[config.mk]
export PLATFORM = sky130hd
export DESIGN_NAME = touch_sample_to_screen_mapper_flat
export DESIGN_NICKNAME = d
export VERILOG_FILES = /design/src/design/tssm_pkg.sv /design/src/design/tssm_in_if.sv /design/src/design/tssm_out_if.sv /design/src/design/tssm_apb_regs.sv /design/src/design/tssm_divider.sv /design/src/design/touch_sample_to_screen_mapper.sv /design/src/flat_wrapper.sv
export VERILOG_INCLUDE_DIRS = /design/src /design/src/design
export SDC_FILE = /design/constraint.sdc
export NUM_CORES = 1
export LEC_CHECK = 0
export ABC_AREA = 1
export ABC_CLOCK_PERIOD_IN_PS = 9200
export BUFFER_PORTS_ARGS = -buffer_cell sky130_fd_sc_hd__buf_2
export CAP_MARGIN = 10
export CELL_PAD_IN_SITES_DETAIL_PLACEMENT = 0
export CELL_PAD_IN_SITES_GLOBAL_PLACEMENT = 2
export CORE_MARGIN = 2
export CORE_UTILIZATION = 35
export DETAILED_ROUTE_END_ITERATION = 16
export PLACE_DENSITY_LB_ADDON = 0.1
export SYNTH_ARGS = -nofsm -noshare
export SYNTH_HDL_FRONTEND = slang
export SYNTH_SLANG_ARGS = --single-unit
[constraint.sdc]
create_clock -name clk -period 9.2 [get_ports clk]
set_clock_uncertainty 0.15 [all_clocks]
set_input_delay 0.92 -clock clk [delete_from_list [all_inputs] [get_ports clk]]
set_output_delay 0.92 -clock clk [all_outputs]
set_load 0.005 [all_outputs]
[src/design/assert_macros.svh]
// Assertion macros shared by the touch mapper RTL.
`ifndef ASSERT_MACROS_SVH
`define ASSERT_MACROS_SVH

// Same-cycle implication, checked on every clock edge outside reset.
`define ASSERT_IMP(label, ante, cons) \
	label: assert property (@(posedge clk) disable iff (!arst_n) (ante) |-> (cons)) \
		else $error("same-cycle implication violated");

// Next-cycle implication, checked on every clock edge outside reset.
`define ASSERT_NXT(label, ante, cons) \
	label: assert property (@(posedge clk) disable iff (!arst_n) (ante) |=> (cons)) \
		else $error("next-cycle implication violated");

`endif

[src/design/tssm_pkg.sv]
// Shared types, constants and helpers of the touch sample to screen mapper.
package tssm_pkg;

	localparam int WORD_W   = 16;
	localparam int VAL_W    = 13;
	localparam int COORD_W  = 12;
	localparam int PROD_W   = VAL_W + COORD_W;
	localparam int STATUS_W = 3;
	localparam int CNT_W    = $clog2(COORD_W + 1);
	localparam int ADDR_W   = 4;
	localparam int DATA_W   = 32;

	localparam int SCREEN_WIDTH_DEF  = 480;
	localparam int SCREEN_HEIGHT_DEF = 320;

	localparam logic [VAL_W:0]   PRESSURE_LIMIT   = 14'd4000;
	localparam logic [VAL_W-1:0] CAL_FIRST_RESET  = 13'd3600;
	localparam logic [VAL_W-1:0] CAL_SECOND_RESET = 13'd300;

	typedef enum logic [1:0] {
		REG_CAL_X_FIRST,
		REG_CAL_Y_FIRST,
		REG_CAL_X_SECOND,
		REG_CAL_Y_SECOND
	} reg_idx_t;

	typedef enum logic [STATUS_W-1:0] {
		ST_SKIP,
		ST_BUSY,
		ST_WEAK,
		ST_RANGE,
		ST_TOUCH
	} status_t;

	typedef enum logic [2:0] {
		S_IDLE,
		S_MUL,
		S_DIV_START,
		S_DIV_WAIT,
		S_DONE
	} state_t;

	typedef struct packed {
		logic [VAL_W-1:0] x_first;
		logic [VAL_W-1:0] y_first;
		logic [VAL_W-1:0] x_second;
		logic [VAL_W-1:0] y_second;
	} cal_t;

	typedef struct packed {
		logic               done;
		logic               overflow;
		logic [COORD_W-1:0] quotient;
	} div_stat_t;

	// The ADC value sits in the upper 13 bits of the response word.
	function automatic logic [VAL_W-1:0] word_value(input logic [WORD_W-1:0] w);
		return w[WORD_W-1:WORD_W-VAL_W];
	endfunction

endpackage

[src/design/tssm_in_if.sv]
// Input channel of the touch mapper: one touch interrupt per beat.
interface tssm_in_if;
	logic                          valid;
	logic                          ready;
	logic                          display_busy;
	logic [tssm_pkg::WORD_W-1:0]   x_word_a;
	logic [tssm_pkg::WORD_W-1:0]   x_word_b;
	logic [tssm_pkg::WORD_W-1:0]   x_word_c;
	logic [tssm_pkg::WORD_W-1:0]   x_word_d;
	logic [tssm_pkg::WORD_W-1:0]   y_word_a;
	logic [tssm_pkg::WORD_W-1:0]   y_word_b;
	logic [tssm_pkg::WORD_W-1:0]   y_word_c;
	logic [tssm_pkg::WORD_W-1:0]   y_word_d;
	logic [tssm_pkg::WORD_W-1:0]   pressure_one_word;
	logic [tssm_pkg::WORD_W-1:0]   pressure_two_word;

	modport source (
		output valid, display_busy, x_word_a, x_word_b, x_word_c, x_word_d,
		output y_word_a, y_word_b, y_word_c, y_word_d,
		output pressure_one_word, pressure_two_word,
		input  ready
	);

	modport sink (
		input  valid, display_busy, x_word_a, x_word_b, x_word_c, x_word_d,
		input  y_word_a, y_word_b, y_word_c, y_word_d,
		input  pressure_one_word, pressure_two_word,
		output ready
	);
endinterface

[src/design/tssm_out_if.sv]
// Output channel of the touch mapper: one status and position per beat.
interface tssm_out_if;
	logic                            valid;
	logic                            ready;
	logic [tssm_pkg::STATUS_W-1:0]   status;
	logic [tssm_pkg::COORD_W-1:0]    screen_x;
	logic [tssm_pkg::COORD_W-1:0]    screen_y;

	modport source (
		output valid, status, screen_x, screen_y,
		input  ready
	);

	modport sink (
		input  valid, status, screen_x, screen_y,
		output ready
	);
endinterface

[src/design/tssm_apb_regs.sv]
// APB register file holding the four calibration corner values.
module tssm_apb_regs (
	input  logic                          clk,
	input  logic                          arst_n,
	input  logic                          psel,
	input  logic                          penable,
	input  logic                          pwrite,
	input  logic [tssm_pkg::ADDR_W-1:0]   paddr,
	input  logic [tssm_pkg::DATA_W-1:0]   pwdata,
	output logic [tssm_pkg::DATA_W-1:0]   prdata,
	output logic                          pready,
	output tssm_pkg::cal_t                cal
);

	tssm_pkg::cal_t     cal_q;
	tssm_pkg::reg_idx_t idx;
	logic               wr_en;

	assign pready = 1'b1;
	assign wr_en  = psel && penable && pwrite;
	assign idx    = tssm_pkg::reg_idx_t'(paddr[tssm_pkg::ADDR_W-1:2]);
	assign cal    = cal_q;

	always_ff @(posedge clk or negedge arst_n) begin
		if (!arst_n) begin
			cal_q.x_first  <= tssm_pkg::CAL_FIRST_RESET;
			cal_q.y_first  <= tssm_pkg::CAL_FIRST_RESET;
			cal_q.x_second <= tssm_pkg::CAL_SECOND_RESET;
			cal_q.y_second <= tssm_pkg::CAL_SECOND_RESET;
		end else if (wr_en) begin
			case (idx)
				tssm_pkg::REG_CAL_X_FIRST:  cal_q.x_first  <= pwdata[tssm_pkg::VAL_W-1:0];
				tssm_pkg::REG_CAL_Y_FIRST:  cal_q.y_first  <= pwdata[tssm_pkg::VAL_W-1:0];
				tssm_pkg::REG_CAL_X_SECOND: cal_q.x_second <= pwdata[tssm_pkg::VAL_W-1:0];
				tssm_pkg::REG_CAL_Y_SECOND: cal_q.y_second <= pwdata[tssm_pkg::VAL_W-1:0];
				default: ;
			endcase
		end
	end

	always_comb begin
		case (idx)
			tssm_pkg::REG_CAL_X_FIRST:  prdata = tssm_pkg::DATA_W'(cal_q.x_first);
			tssm_pkg::REG_CAL_Y_FIRST:  prdata = tssm_pkg::DATA_W'(cal_q.y_first);
			tssm_pkg::REG_CAL_X_SECOND: prdata = tssm_pkg::DATA_W'(cal_q.x_second);
			tssm_pkg::REG_CAL_Y_SECOND: prdata = tssm_pkg::DATA_W'(cal_q.y_second);
			default:                    prdata = '0;
		endcase
	end

endmodule

[src/design/tssm_divider.sv]
// Restoring divider, one quotient bit per cycle, with an early overflow test.
module tssm_divider (
	input  logic                          clk,
	input  logic                          arst_n,
	input  logic                          start,
	input  logic [tssm_pkg::PROD_W-1:0]   dividend,
	input  logic [tssm_pkg::VAL_W-1:0]    divisor,
	output tssm_pkg::div_stat_t           stat
);

	localparam int VW = tssm_pkg::VAL_W;
	localparam int CW = tssm_pkg::COORD_W;
	localparam int PW = tssm_pkg::PROD_W;

	logic                      run_q;
	logic                      done_q;
	logic                      ovf_q;
	logic [tssm_pkg::CNT_W-1:0] cnt_q;
	logic [VW-1:0]             rem_q;
	logic [VW-1:0]             div_q;
	logic [CW-1:0]             quo_q;

	logic                      ovf_now;
	logic [VW:0]               partial;
	logic [VW:0]               diff;
	logic                      take;

	// A quotient that needs more than CW bits is reported at once.
	assign ovf_now = dividend[PW-1:CW] >= divisor;
	assign partial = {rem_q, quo_q[CW-1]};
	assign take    = partial >= {1'b0, div_q};
	assign diff    = partial - {1'b0, div_q};

	assign stat.done     = done_q;
	assign stat.overflow = ovf_q;
	assign stat.quotient = quo_q;

	always_ff @(posedge clk or negedge arst_n) begin
		if (!arst_n) begin
			run_q  <= 1'b0;
			done_q <= 1'b0;
			ovf_q  <= 1'b0;
			cnt_q  <= '0;
		end else begin
			if (start) begin
				ovf_q  <= ovf_now;
				run_q  <= !ovf_now;
				done_q <= ovf_now;
				cnt_q  <= tssm_pkg::CNT_W'(CW);
			end else begin
				done_q <= run_q && (cnt_q == tssm_pkg::CNT_W'(1));
				if (run_q) begin
					cnt_q <= cnt_q - 1'b1;
					if (cnt_q == tssm_pkg::CNT_W'(1))
						run_q <= 1'b0;
				end
			end
		end
	end

	// The low dividend bits shift out of quo_q while quotient bits shift in.
	always_ff @(posedge clk) begin
		if (start) begin
			rem_q <= dividend[PW-1:CW];
			quo_q <= dividend[CW-1:0];
			div_q <= divisor;
		end else if (run_q) begin
			rem_q <= take ? diff[VW-1:0] : partial[VW-1:0];
			quo_q <= {quo_q[CW-2:0], take};
		end
	end

endmodule

[src/design/touch_sample_to_screen_mapper.sv]
// Touch sample to screen mapper top level: sequencer, shared multiplier and divider.
//
// Usage:
// The sample channel takes one touch interrupt per beat: a busy flag, four X
// words, four Y words and two pressure words. The result channel returns one
// beat per sample: a status code and, for a valid touch, the screen column
// and row. Calibration corners are to be written over the APB port only while
// idle; the block itself does not enforce this. Every second interrupt is
// swallowed, busy interrupts are dropped, and weak presses are rejected; these
// go from the idle state straight to the done state. A touch that is mapped
// uses one multiplier and one bit-serial divider for each axis in turn: the
// multiply state, the divider start state and the divider wait state, which
// lasts while the 12-step divider runs.
// A sample is accepted only while the sequencer is idle; ready rises at the
// edge that loads the previous result into the output register.
// When the receiver stalls, the finished result waits in the output register
// and the next sample may still be taken and computed; it then waits to load.
// Reset clears the toggle, restores the default corners and empties the output.
`include "assert_macros.svh"

module touch_sample_to_screen_mapper #(
	parameter int SCREEN_WIDTH  = tssm_pkg::SCREEN_WIDTH_DEF,
	parameter int SCREEN_HEIGHT = tssm_pkg::SCREEN_HEIGHT_DEF
) (
	input  logic                          clk,
	input  logic                          arst_n,
	input  logic                          psel,
	input  logic                          penable,
	input  logic                          pwrite,
	input  logic [tssm_pkg::ADDR_W-1:0]   paddr,
	input  logic [tssm_pkg::DATA_W-1:0]   pwdata,
	output logic [tssm_pkg::DATA_W-1:0]   prdata,
	output logic                          pready,
	tssm_in_if.sink                       sample,
	tssm_out_if.source                    result
);

	localparam int VW = tssm_pkg::VAL_W;
	localparam int CW = tssm_pkg::COORD_W;
	localparam int PW = tssm_pkg::PROD_W;
	localparam logic [CW-1:0] SIZE_X = CW'(SCREEN_WIDTH);
	localparam logic [CW-1:0] SIZE_Y = CW'(SCREEN_HEIGHT);

	tssm_pkg::cal_t      cal;
	tssm_pkg::div_stat_t div_stat;
	tssm_pkg::state_t    state_q, state_d;
	tssm_pkg::status_t   status_q, out_status_q;

	logic          skip_q;
	logic          axis_q;
	logic          out_valid_q;
	logic [VW-1:0] avg_x_q, avg_y_q;
	logic [PW-1:0] prod_q;
	logic [VW-1:0] hi_q;
	logic          mirror_q;
	logic [CW-1:0] sx_q, sy_q;
	logic [CW-1:0] out_x_q, out_y_q;

	logic          accept;
	logic          load;
	logic          div_start;
	logic          weak_press;
	logic [VW+1:0] sum_x, sum_y;
	logic [VW-1:0] avg_cur, first_cur, second_cur, lo, hi;
	logic          mirror;
	logic          axis_bad;
	logic [CW-1:0] size_cur;
	logic [PW-1:0] prod;
	logic          q_bad;
	logic [CW-1:0] coord;

	tssm_apb_regs u_regs (
		.clk     (clk),
		.arst_n  (arst_n),
		.psel    (psel),
		.penable (penable),
		.pwrite  (pwrite),
		.paddr   (paddr),
		.pwdata  (pwdata),
		.prdata  (prdata),
		.pready  (pready),
		.cal     (cal)
	);

	tssm_divider u_div (
		.clk      (clk),
		.arst_n   (arst_n),
		.start    (div_start),
		.dividend (prod_q),
		.divisor  (hi_q),
		.stat     (div_stat)
	);

	assign sample.ready = (state_q == tssm_pkg::S_IDLE);
	assign accept       = sample.valid && sample.ready;
	assign load         = (state_q == tssm_pkg::S_DONE) && (!out_valid_q || result.ready);

	assign result.valid    = out_valid_q;
	assign result.status   = out_status_q;
	assign result.screen_x = out_x_q;
	assign result.screen_y = out_y_q;

	// A z2 minus z1 of the limit or more is a weak press; a negative one passes.
	assign weak_press = {1'b0, tssm_pkg::word_value(sample.pressure_two_word)} >=
		({1'b0, tssm_pkg::word_value(sample.pressure_one_word)} + tssm_pkg::PRESSURE_LIMIT);

	assign sum_x = (VW+2)'(tssm_pkg::word_value(sample.x_word_a))
		+ (VW+2)'(tssm_pkg::word_value(sample.x_word_b))
		+ (VW+2)'(tssm_pkg::word_value(sample.x_word_c))
		+ (VW+2)'(tssm_pkg::word_value(sample.x_word_d));
	assign sum_y = (VW+2)'(tssm_pkg::word_value(sample.y_word_a))
		+ (VW+2)'(tssm_pkg::word_value(sample.y_word_b))
		+ (VW+2)'(tssm_pkg::word_value(sample.y_word_c))
		+ (VW+2)'(tssm_pkg::word_value(sample.y_word_d));

	// Per-axis operand selection for the shared multiplier and divider.
	assign avg_cur    = axis_q ? avg_y_q : avg_x_q;
	assign first_cur  = axis_q ? cal.y_first : cal.x_first;
	assign second_cur = axis_q ? cal.y_second : cal.x_second;
	assign size_cur   = axis_q ? SIZE_Y : SIZE_X;
	assign mirror     = first_cur > second_cur;
	assign lo         = mirror ? second_cur : first_cur;
	assign hi         = mirror ? first_cur : second_cur;
	assign axis_bad   = (hi == '0) || (avg_cur < lo);
	assign prod       = PW'(avg_cur - lo) * PW'(size_cur);

	assign q_bad = div_stat.overflow || (div_stat.quotient > size_cur);
	assign coord = mirror_q ? (size_cur - div_stat.quotient) : div_stat.quotient;

	always_ff @(posedge clk or negedge arst_n) begin
		if (!arst_n) begin
			state_q     <= tssm_pkg::S_IDLE;
			skip_q      <= 1'b0;
			axis_q      <= 1'b0;
			out_valid_q <= 1'b0;
		end else begin
			state_q <= state_d;
			if (accept) begin
				skip_q <= !skip_q && !sample.display_busy;
				axis_q <= 1'b0;
			end
			if (state_q == tssm_pkg::S_DIV_WAIT && div_stat.done && !q_bad)
				axis_q <= 1'b1;
			if (load)
				out_valid_q <= 1'b1;
			else if (result.ready)
				out_valid_q <= 1'b0;
		end
	end

	always_comb begin
		state_d   = state_q;
		div_start = 1'b0;
		case (state_q)
			tssm_pkg::S_IDLE: begin
				if (sample.valid)
					state_d = (skip_q || sample.display_busy || weak_press) ?
						tssm_pkg::S_DONE : tssm_pkg::S_MUL;
			end
			tssm_pkg::S_MUL: begin
				state_d = axis_bad ? tssm_pkg::S_DONE : tssm_pkg::S_DIV_START;
			end
			tssm_pkg::S_DIV_START: begin
				div_start = 1'b1;
				state_d   = tssm_pkg::S_DIV_WAIT;
			end
			tssm_pkg::S_DIV_WAIT: begin
				if (div_stat.done)
					state_d = (q_bad || axis_q) ? tssm_pkg::S_DONE : tssm_pkg::S_MUL;
			end
			tssm_pkg::S_DONE: begin
				if (!out_valid_q || result.ready)
					state_d = tssm_pkg::S_IDLE;
			end
			default: state_d = tssm_pkg::S_IDLE;
		endcase
	end

	always_ff @(posedge clk) begin
		case (state_q)
			tssm_pkg::S_IDLE: begin
				if (sample.valid) begin
					avg_x_q <= sum_x[VW+1:2];
					avg_y_q <= sum_y[VW+1:2];
					if (skip_q)
						status_q <= tssm_pkg::ST_SKIP;
					else if (sample.display_busy)
						status_q <= tssm_pkg::ST_BUSY;
					else if (weak_press)
						status_q <= tssm_pkg::ST_WEAK;
				end
			end
			tssm_pkg::S_MUL: begin
				prod_q   <= prod;
				hi_q     <= hi;
				mirror_q <= mirror;
				if (axis_bad)
					status_q <= tssm_pkg::ST_RANGE;
			end
			tssm_pkg::S_DIV_WAIT: begin
				if (div_stat.done) begin
					if (q_bad) begin
						status_q <= tssm_pkg::ST_RANGE;
					end else if (axis_q) begin
						sy_q     <= coord;
						status_q <= tssm_pkg::ST_TOUCH;
					end else begin
						sx_q <= coord;
					end
				end
			end
			tssm_pkg::S_DONE: begin
				if (load) begin
					out_status_q <= status_q;
					out_x_q      <= (status_q == tssm_pkg::ST_TOUCH) ? sx_q : '0;
					out_y_q      <= (status_q == tssm_pkg::ST_TOUCH) ? sy_q : '0;
				end
			end
			default: ;
		endcase
	end

	`ASSERT_IMP(a_touch_on_screen, result.valid && result.status == tssm_pkg::ST_TOUCH, result.screen_x <= SIZE_X && result.screen_y <= SIZE_Y)
	`ASSERT_IMP(a_reject_zero_coords, result.valid && result.status != tssm_pkg::ST_TOUCH, result.screen_x == '0 && result.screen_y == '0)
	`ASSERT_NXT(a_skip_clears, accept && skip_q, !skip_q)
	`ASSERT_IMP(a_div_done_in_wait, div_stat.done, state_q == tssm_pkg::S_DIV_WAIT)

endmodule
[src/flat_wrapper.sv]
// flat-port wrapper written by rule: the top's interface ports become plain ports
module touch_sample_to_screen_mapper_flat 
#(
	parameter int SCREEN_WIDTH  = tssm_pkg::SCREEN_WIDTH_DEF,
	parameter int SCREEN_HEIGHT = tssm_pkg::SCREEN_HEIGHT_DEF
)
  (clk, arst_n, psel, penable, pwrite, paddr, pwdata, prdata, pready, sample_valid, sample_display_busy, sample_x_word_a, sample_x_word_b, sample_x_word_c, sample_x_word_d, sample_y_word_a, sample_y_word_b, sample_y_word_c, sample_y_word_d, sample_pressure_one_word, sample_pressure_two_word, sample_ready, result_valid, result_status, result_screen_x, result_screen_y, result_ready);
  tssm_in_if sample_i ();
  tssm_out_if result_i ();
  input  logic clk;
  input  logic arst_n;
  input  logic psel;
  input  logic penable;
  input  logic pwrite;
  input  logic [tssm_pkg::ADDR_W-1:0] paddr;
  input  logic [tssm_pkg::DATA_W-1:0] pwdata;
  output logic [tssm_pkg::DATA_W-1:0] prdata;
  output logic pready;
  input wire logic [$bits(sample_i.valid)-1:0] sample_valid;
  input wire logic [$bits(sample_i.display_busy)-1:0] sample_display_busy;
  input wire logic [$bits(sample_i.x_word_a)-1:0] sample_x_word_a;
  input wire logic [$bits(sample_i.x_word_b)-1:0] sample_x_word_b;
  input wire logic [$bits(sample_i.x_word_c)-1:0] sample_x_word_c;
  input wire logic [$bits(sample_i.x_word_d)-1:0] sample_x_word_d;
  input wire logic [$bits(sample_i.y_word_a)-1:0] sample_y_word_a;
  input wire logic [$bits(sample_i.y_word_b)-1:0] sample_y_word_b;
  input wire logic [$bits(sample_i.y_word_c)-1:0] sample_y_word_c;
  input wire logic [$bits(sample_i.y_word_d)-1:0] sample_y_word_d;
  input wire logic [$bits(sample_i.pressure_one_word)-1:0] sample_pressure_one_word;
  input wire logic [$bits(sample_i.pressure_two_word)-1:0] sample_pressure_two_word;
  output wire logic [$bits(sample_i.ready)-1:0] sample_ready;
  output wire logic [$bits(result_i.valid)-1:0] result_valid;
  output wire logic [$bits(result_i.status)-1:0] result_status;
  output wire logic [$bits(result_i.screen_x)-1:0] result_screen_x;
  output wire logic [$bits(result_i.screen_y)-1:0] result_screen_y;
  input wire logic [$bits(result_i.ready)-1:0] result_ready;
  assign sample_i.valid = sample_valid;
  assign sample_i.display_busy = sample_display_busy;
  assign sample_i.x_word_a = sample_x_word_a;
  assign sample_i.x_word_b = sample_x_word_b;
  assign sample_i.x_word_c = sample_x_word_c;
  assign sample_i.x_word_d = sample_x_word_d;
  assign sample_i.y_word_a = sample_y_word_a;
  assign sample_i.y_word_b = sample_y_word_b;
  assign sample_i.y_word_c = sample_y_word_c;
  assign sample_i.y_word_d = sample_y_word_d;
  assign sample_i.pressure_one_word = sample_pressure_one_word;
  assign sample_i.pressure_two_word = sample_pressure_two_word;
  assign sample_ready = sample_i.ready;
  assign result_valid = result_i.valid;
  assign result_status = result_i.status;
  assign result_screen_x = result_i.screen_x;
  assign result_screen_y = result_i.screen_y;
  assign result_i.ready = result_ready;
  touch_sample_to_screen_mapper #(.SCREEN_WIDTH(SCREEN_WIDTH), .SCREEN_HEIGHT(SCREEN_HEIGHT)) u_core (.clk(clk), .arst_n(arst_n), .psel(psel), .penable(penable), .pwrite(pwrite), .paddr(paddr), .pwdata(pwdata), .prdata(prdata), .pready(pready), .sample(sample_i), .result(result_i));
endmodule
* After elaboration in Yosys (flattened, before gate mapping)
Cells that the tools add are included.
** Storage, ports and cells
- Word-level logic and storage cells :: 137
- Register bits after elaboration :: 222
- Input port bits :: 204
** Cells by class
- $lt $le $gt $ge :: 6
- Reduce and logical (&&, ||, !) cells :: 36
- Add/sub/neg operators :: 11
- Bitwise operators :: 2
- Multiply operators :: 1
- Multiplexer cells :: 40
- Equal/unequal tests :: 15
** Operators by type and width (count)
- one-hot mux 32 bit (4 select lines) :: 1
- 2-to-1 mux 13 bit :: 8
- adder 15 x 13 -> 15 bit :: 4
- 2-to-1 mux 3 bit :: 14
- 2-to-1 mux 12 bit :: 3
- adder 13 x 13 -> 14 bit :: 2
- multiplier 25 x 12 -> 25 bit :: 1
- one-hot mux 3 bit (5 select lines) :: 1
- adder 13 x 12 -> 14 bit (second input constant) :: 1
- >= comparator 13 x 14 -> 1 bit :: 1
- >= comparator 14 x 13 -> 1 bit :: 1
- subtractor 13 x 13 -> 14 bit :: 1
- >= comparator 13 bit :: 1
- > comparator 13 bit :: 1
- logical NOT 13 bit :: 1
- < comparator 13 bit :: 1
- subtractor 13 bit :: 1
- > comparator 12 bit :: 1
- AND reduction 2 bit :: 6
- subtractor 12 bit :: 1
- 2-to-1 mux 1 bit :: 9
- one-hot mux 3 bit (3 select lines) :: 1
- logical AND 1 bit :: 8
- 2-to-1 mux 4 bit :: 2
- other kinds (22) :: 40

* Longest topological paths before layout
- Word-level depth :: 7
- Depth in mapped cells :: 44

* Modules after synthesis
Synthesis repeated with hierarchy kept, for this count alone.
** Unflattened totals
- Cell total of the unflattened synthesis :: 1900
- Area, all modules :: 16505.8 µm²
** Modules (own cells, without submodules)
- touch_sample_to_screen_mapper :: area an instance 10538.9 µm², seq. area each 3543.4 µm², times used 1, cells an instance 1146
- tssm_divider :: area an instance 3274.4 µm², seq. area each 1316.3 µm², times used 1, cells an instance 420
- tssm_apb_regs :: area an instance 2692.6 µm², seq. area each 1321.3 µm², times used 1, cells an instance 334

* Worst setup path before layout
OpenSTA, ideal clock, no wires.
- Path kind :: reg2reg
- From :: register u_core.axis_q
- To :: register u_core.prod_q[22], data pin
- Library setup time :: 259 ps
- Data arrival time :: 6768 ps
- Data required time :: 8791 ps
- Path slack :: 2023 ps
- Clock period less this slack :: 7177 ps
- Cell stages (with the launch flop) :: 40
- Cell sequence :: dfrtp_1 > buf_4 > inv_2 > buf_6 > or2_2 > o21ai_0 > inv_1 > ha_1 > nand2_1 > nor2_2 > nand2_2 > nor2_4 > nand2_2 > nand2_4 > nand2_4 > buf_8 > inv_1 > buf_2 > [... 4 more ...] > xor2_1 > nor2_1 > inv_1 > fa_1 > fa_1 > inv_1 > ha_1 > ha_1 > ha_1 > a21oi_1 > nand2_1 > a21oi_1 > o21ai_1 > a21boi_0 > o21ai_1 > nand2_1 > nand2_1 > xor2_1
** Between the ends
- Cells in the longest elaborated chain, start to end :: 5
- Elaborated cells on any way between the ends :: 8
- Classes of those cells :: add/sub: 1; mul: 1; order compare: 1; mux: 5
** RTL lines
- start, declared :: line touch_sample_to_screen_mapper.sv:50 : logic axis_q;
- start signal, assigned :: line touch_sample_to_screen_mapper.sv:134 : axis_q <= 1'b0;
- start signal, assigned :: line touch_sample_to_screen_mapper.sv:140 : axis_q <= 1'b0;
- start signal, assigned :: line touch_sample_to_screen_mapper.sv:143 : axis_q <= 1'b1;
- 2-to-1 mux 13 bit (on tied branches) :: line touch_sample_to_screen_mapper.sv:118, touch_sample_to_screen_mapper.sv:119
- > comparator 13 bit :: line touch_sample_to_screen_mapper.sv:121 : assign mirror = first_cur > second_cur;
- 2-to-1 mux 13 bit :: line touch_sample_to_screen_mapper.sv:122 : assign lo = mirror ? second_cur : first_cur;
- subtractor 13 x 13 -> 14 bit :: line touch_sample_to_screen_mapper.sv:125 : assign prod = PW'(avg_cur - lo) * PW'(size_cur);
- multiplier 25 x 12 -> 25 bit * :: line touch_sample_to_screen_mapper.sv:125
- net u_core.prod[22] :: line touch_sample_to_screen_mapper.sv:68 : logic [PW-1:0] prod;
- end signal, assigned :: line touch_sample_to_screen_mapper.sv:194 : prod_q <= prod;
- end, declared :: line touch_sample_to_screen_mapper.sv:53 : logic [PW-1:0] prod_q;
The timed path passes the listed nets; every way through them passes the cells marked *.
A chain may end at the register's enable or synchronous reset.

* Final worst setup path
- From :: register u_core.axis_q
- To :: register u_core.prod_q[21], data pin
The elaborated chain is that of the path after synthesis.

==> flow_summary.ini <==
[status]
status = complete, no violations

[routing]
dr.pass1.iters = 5
drtIter0Drc = 517
via_count = 12500
viasPerCell = 4.58
met1_length_mm = 17.8
wl_per_cell_um = 13.8
detail-route-antenna-nets = 0
met3RoutedLength_mm = 1.25
drc = 0
route.met2.wl_mm = 17.9
routed_wirelength_mm = 37.6
highest_layer = met4

[logic_synthesis]
synth_area_mm2 = 0.0164
synthFlopType = edfxtp_1
ys.warnings.count = 0
synth-async-reset-ratio_pct = 30.0
synth_cell_types = 54
seq_area_frac_synth_pct = 37.9
syn_inst = 1914
synth_edf_count = 152
synth-seq-cells = 217
syn_avg_cell_area_um2 = 8.56

[placement]
gp_congestion = 0.841
placed_area_mm2 = 0.0180
dpl.cell_count = 2691
hpwl_mm = 29.8
portBuffers = 194

[die]
rows = 79
die_area_mm2 = 0.0485
initial_core_util_pct = 35.3
die_h_um = 220
die_width_um = 220
design.portCount = 266
core_area_mm2 = 0.0464

[timing]
tns_ns = 0
rsz0062_at_grt = false
fin_crit_ns = 8.30
fin_crit_sh_pct = 90.2
max_slew_margin_pct = 24.5
timing.final.hold_violations = 0
tightest_slew_ns = 1.13
slew_viol_final = 0
finalSetupViolCount = 0
fmax_ghz = 0.120

[final_layout]
layout-drive-gt1-share_pct = 14.3
syn_to_final_growth_pct = 14.9
multi_input_area_mm2 = 0.00866
regArea_mm2 = 0.00621
n_antenna_cell = 0
final_cell_area_mm2 = 0.0188
fillCellCount = 4837
mostFrequentLayoutCells = nand2_1 (439), inv_1 (330), buf_2 (194)
post-route-util_pct = 40.6
final_common_cell = nand2_1
layout.nets = 2544
fin_cells = 2736

[cts]
post_cts_buffers = 0
cts_sinks = 217
hold_buffers = 0
post_cts_resized = 0
cts-root-buf = clkbuf_16
cts_buffer_depth = 3
cts_htree_levels = 1
tritoncts = built
cts_made_buffers = 26
path_clk_slew_ns = 0.06
clk_latency_ns = 0.55

[run]
maxCapViolCount = 0

[hold_path]
hold_class = reg2reg

[global_routing]
grt_pass1_wl_mm = 61.8
grt_max_degree = 66
grt_overflow = 0
grt_pass1_vias = 12400
grt_antenna_before_repair = 0
grt_usage_pct = 15.8

[critical_path]
cpPeakStageDelay_ns = 0.52
critPathCaptureType = register
worst_ep_arrival_time_ns = 8.45
slowest_stage = fa_1
crit_type = reg2reg
worstPathRequired_ns = 9.35
worstSetupStartpointType = register
worstPathMaxFanout = 22
worst max-delay path: cells and delay by family (launching register included):
family	cells	cell delay (ns)
buffers and inverters	4	0.85
DFF	1	0.37
AOI/OAI and AO/OA	10	2.02
xor gates and xnor gates	1	0.15
and+or+nand+nor	13	1.41
adders and majority gates	8	3.07
Yosys cell counts (3+ instances only):
cell type / count / share of area, %
nand3b_1: 5 / 0.23
nand3_1: 48 / 1.5
inv_1: 330 / 7.6
buf_4: 22 / 1.0
dfstp_2: 16 / 2.6
xnor2_1: 26 / 1.4
o21ai_1: 12 / 0.37
dfrtp_1: 49 / 7.5
nor2_1: 109 / 2.5
clkbuf_1: 23 / 0.53
fa_1: 53 / 6.5
inv_2: 3 / 0.069
ha_1: 175 / 13
xor2_1: 59 / 3.2
o21bai_1: 7 / 0.32
buf_2: 9 / 0.28
mux2i_1: 7 / 0.43
a31oi_1: 7 / 0.27
a21oi_1: 107 / 3.3
nand2_2: 8 / 0.31
o31ai_1: 3 / 0.14
nand2_1: 439 / 10
nor3_1: 11 / 0.34
nand4_1: 23 / 0.88
o21ai_2: 4 / 0.21
a21o_1: 5 / 0.23
xor2_2: 3 / 0.30
edfxtp_1: 152 / 28
a21boi_0: 4 / 0.18
o21ai_0: 149 / 4.6
or2_2: 13 / 0.50
o211ai_1: 4 / 0.18
cell type report:
| cell class | instances | share of cell area (%) |
|---|---|---|
| inverter | 333 | 6.64 |
| tap | 607 | 4.03 |
| timing repair buffer | 209 | 5.76 |
| clock inverter | 10 | 0.857 |
| sequential | 217 | 33.0 |
| multi-input combinational | 1325 | 46.0 |
| clock buffer | 35 | 3.69 |
logic make-up after synthesis:
| group | Yosys count | synth area share (%) |
|---|---|---|
| simple gates | 671 | 17.1 |
| buf+inv | 390 | 9.63 |
| compound gates | 311 | 10.2 |
| fa+ha+maj | 228 | 19.8 |
| flops | 217 | 37.9 |
| xor+xnor | 88 | 4.84 |
| mux | 7 | 0.428 |
| other cells | 2 | 0.0459 |
per-stage QoR:
| step | hold slack [ns] | setup slack [ns] |
|---|---|---|
| final | 0.298 | 0.898 |
| after global routing | 0.316 | 0.0186 |
| after CTS | 0.304 | 0.737 |
| after detailed placement | 0.291 | 0.743 |
| after global placement | 0.291 | 0.824 |
| after floorplan | 0.276 | 2.02 |
registers in the layout, summed over array words and instances, names as in the netlist, 4 cells and up:
signal	cells
u_core.u_div.div_q	13
u_core.avg_y_q	13
u_core.sx_q	12
u_core.result.screen_y	12
u_core.u_div.cnt_q	4
u_core.hi_q	13
u_core.u_regs.cal	52
u_core.u_div.quo_q	12
u_core.result.screen_x	12
u_core.prod_q	20
u_core.sy_q	12
u_core.u_div.rem_q	13
u_core.avg_x_q	13
final timing paths:
path	startpoint	endpoint	depth (start not counted)	slack (ns)
min in group asynchronous	arst_n	u_core.u_div.cnt_q[2]	2	0.43
worst max-delay path	u_core.axis_q	u_core.prod_q[21]	36	0.90
max in group asynchronous	arst_n	u_core.u_regs.cal[32]	2	7.81
worst min-delay path	u_core.hi_q[8]	u_core.u_div.div_q[8]	0	0.30
worst min register to register	u_core.hi_q[8]	u_core.u_div.div_q[8]	0	0.30
worst max register to register	u_core.axis_q	u_core.prod_q[21]	36	0.90
per-layer routing:
layer	GRT usage [%]	vias to the layer above
li1	-	6578
met1	21.1	5697
met2	27.5	203
met3	1.95	45
met4	3.60	0
met5	0	-
Power is not shown: default switching activity piles up to over one toggle a cycle in this logic, so the estimate is an artifact.
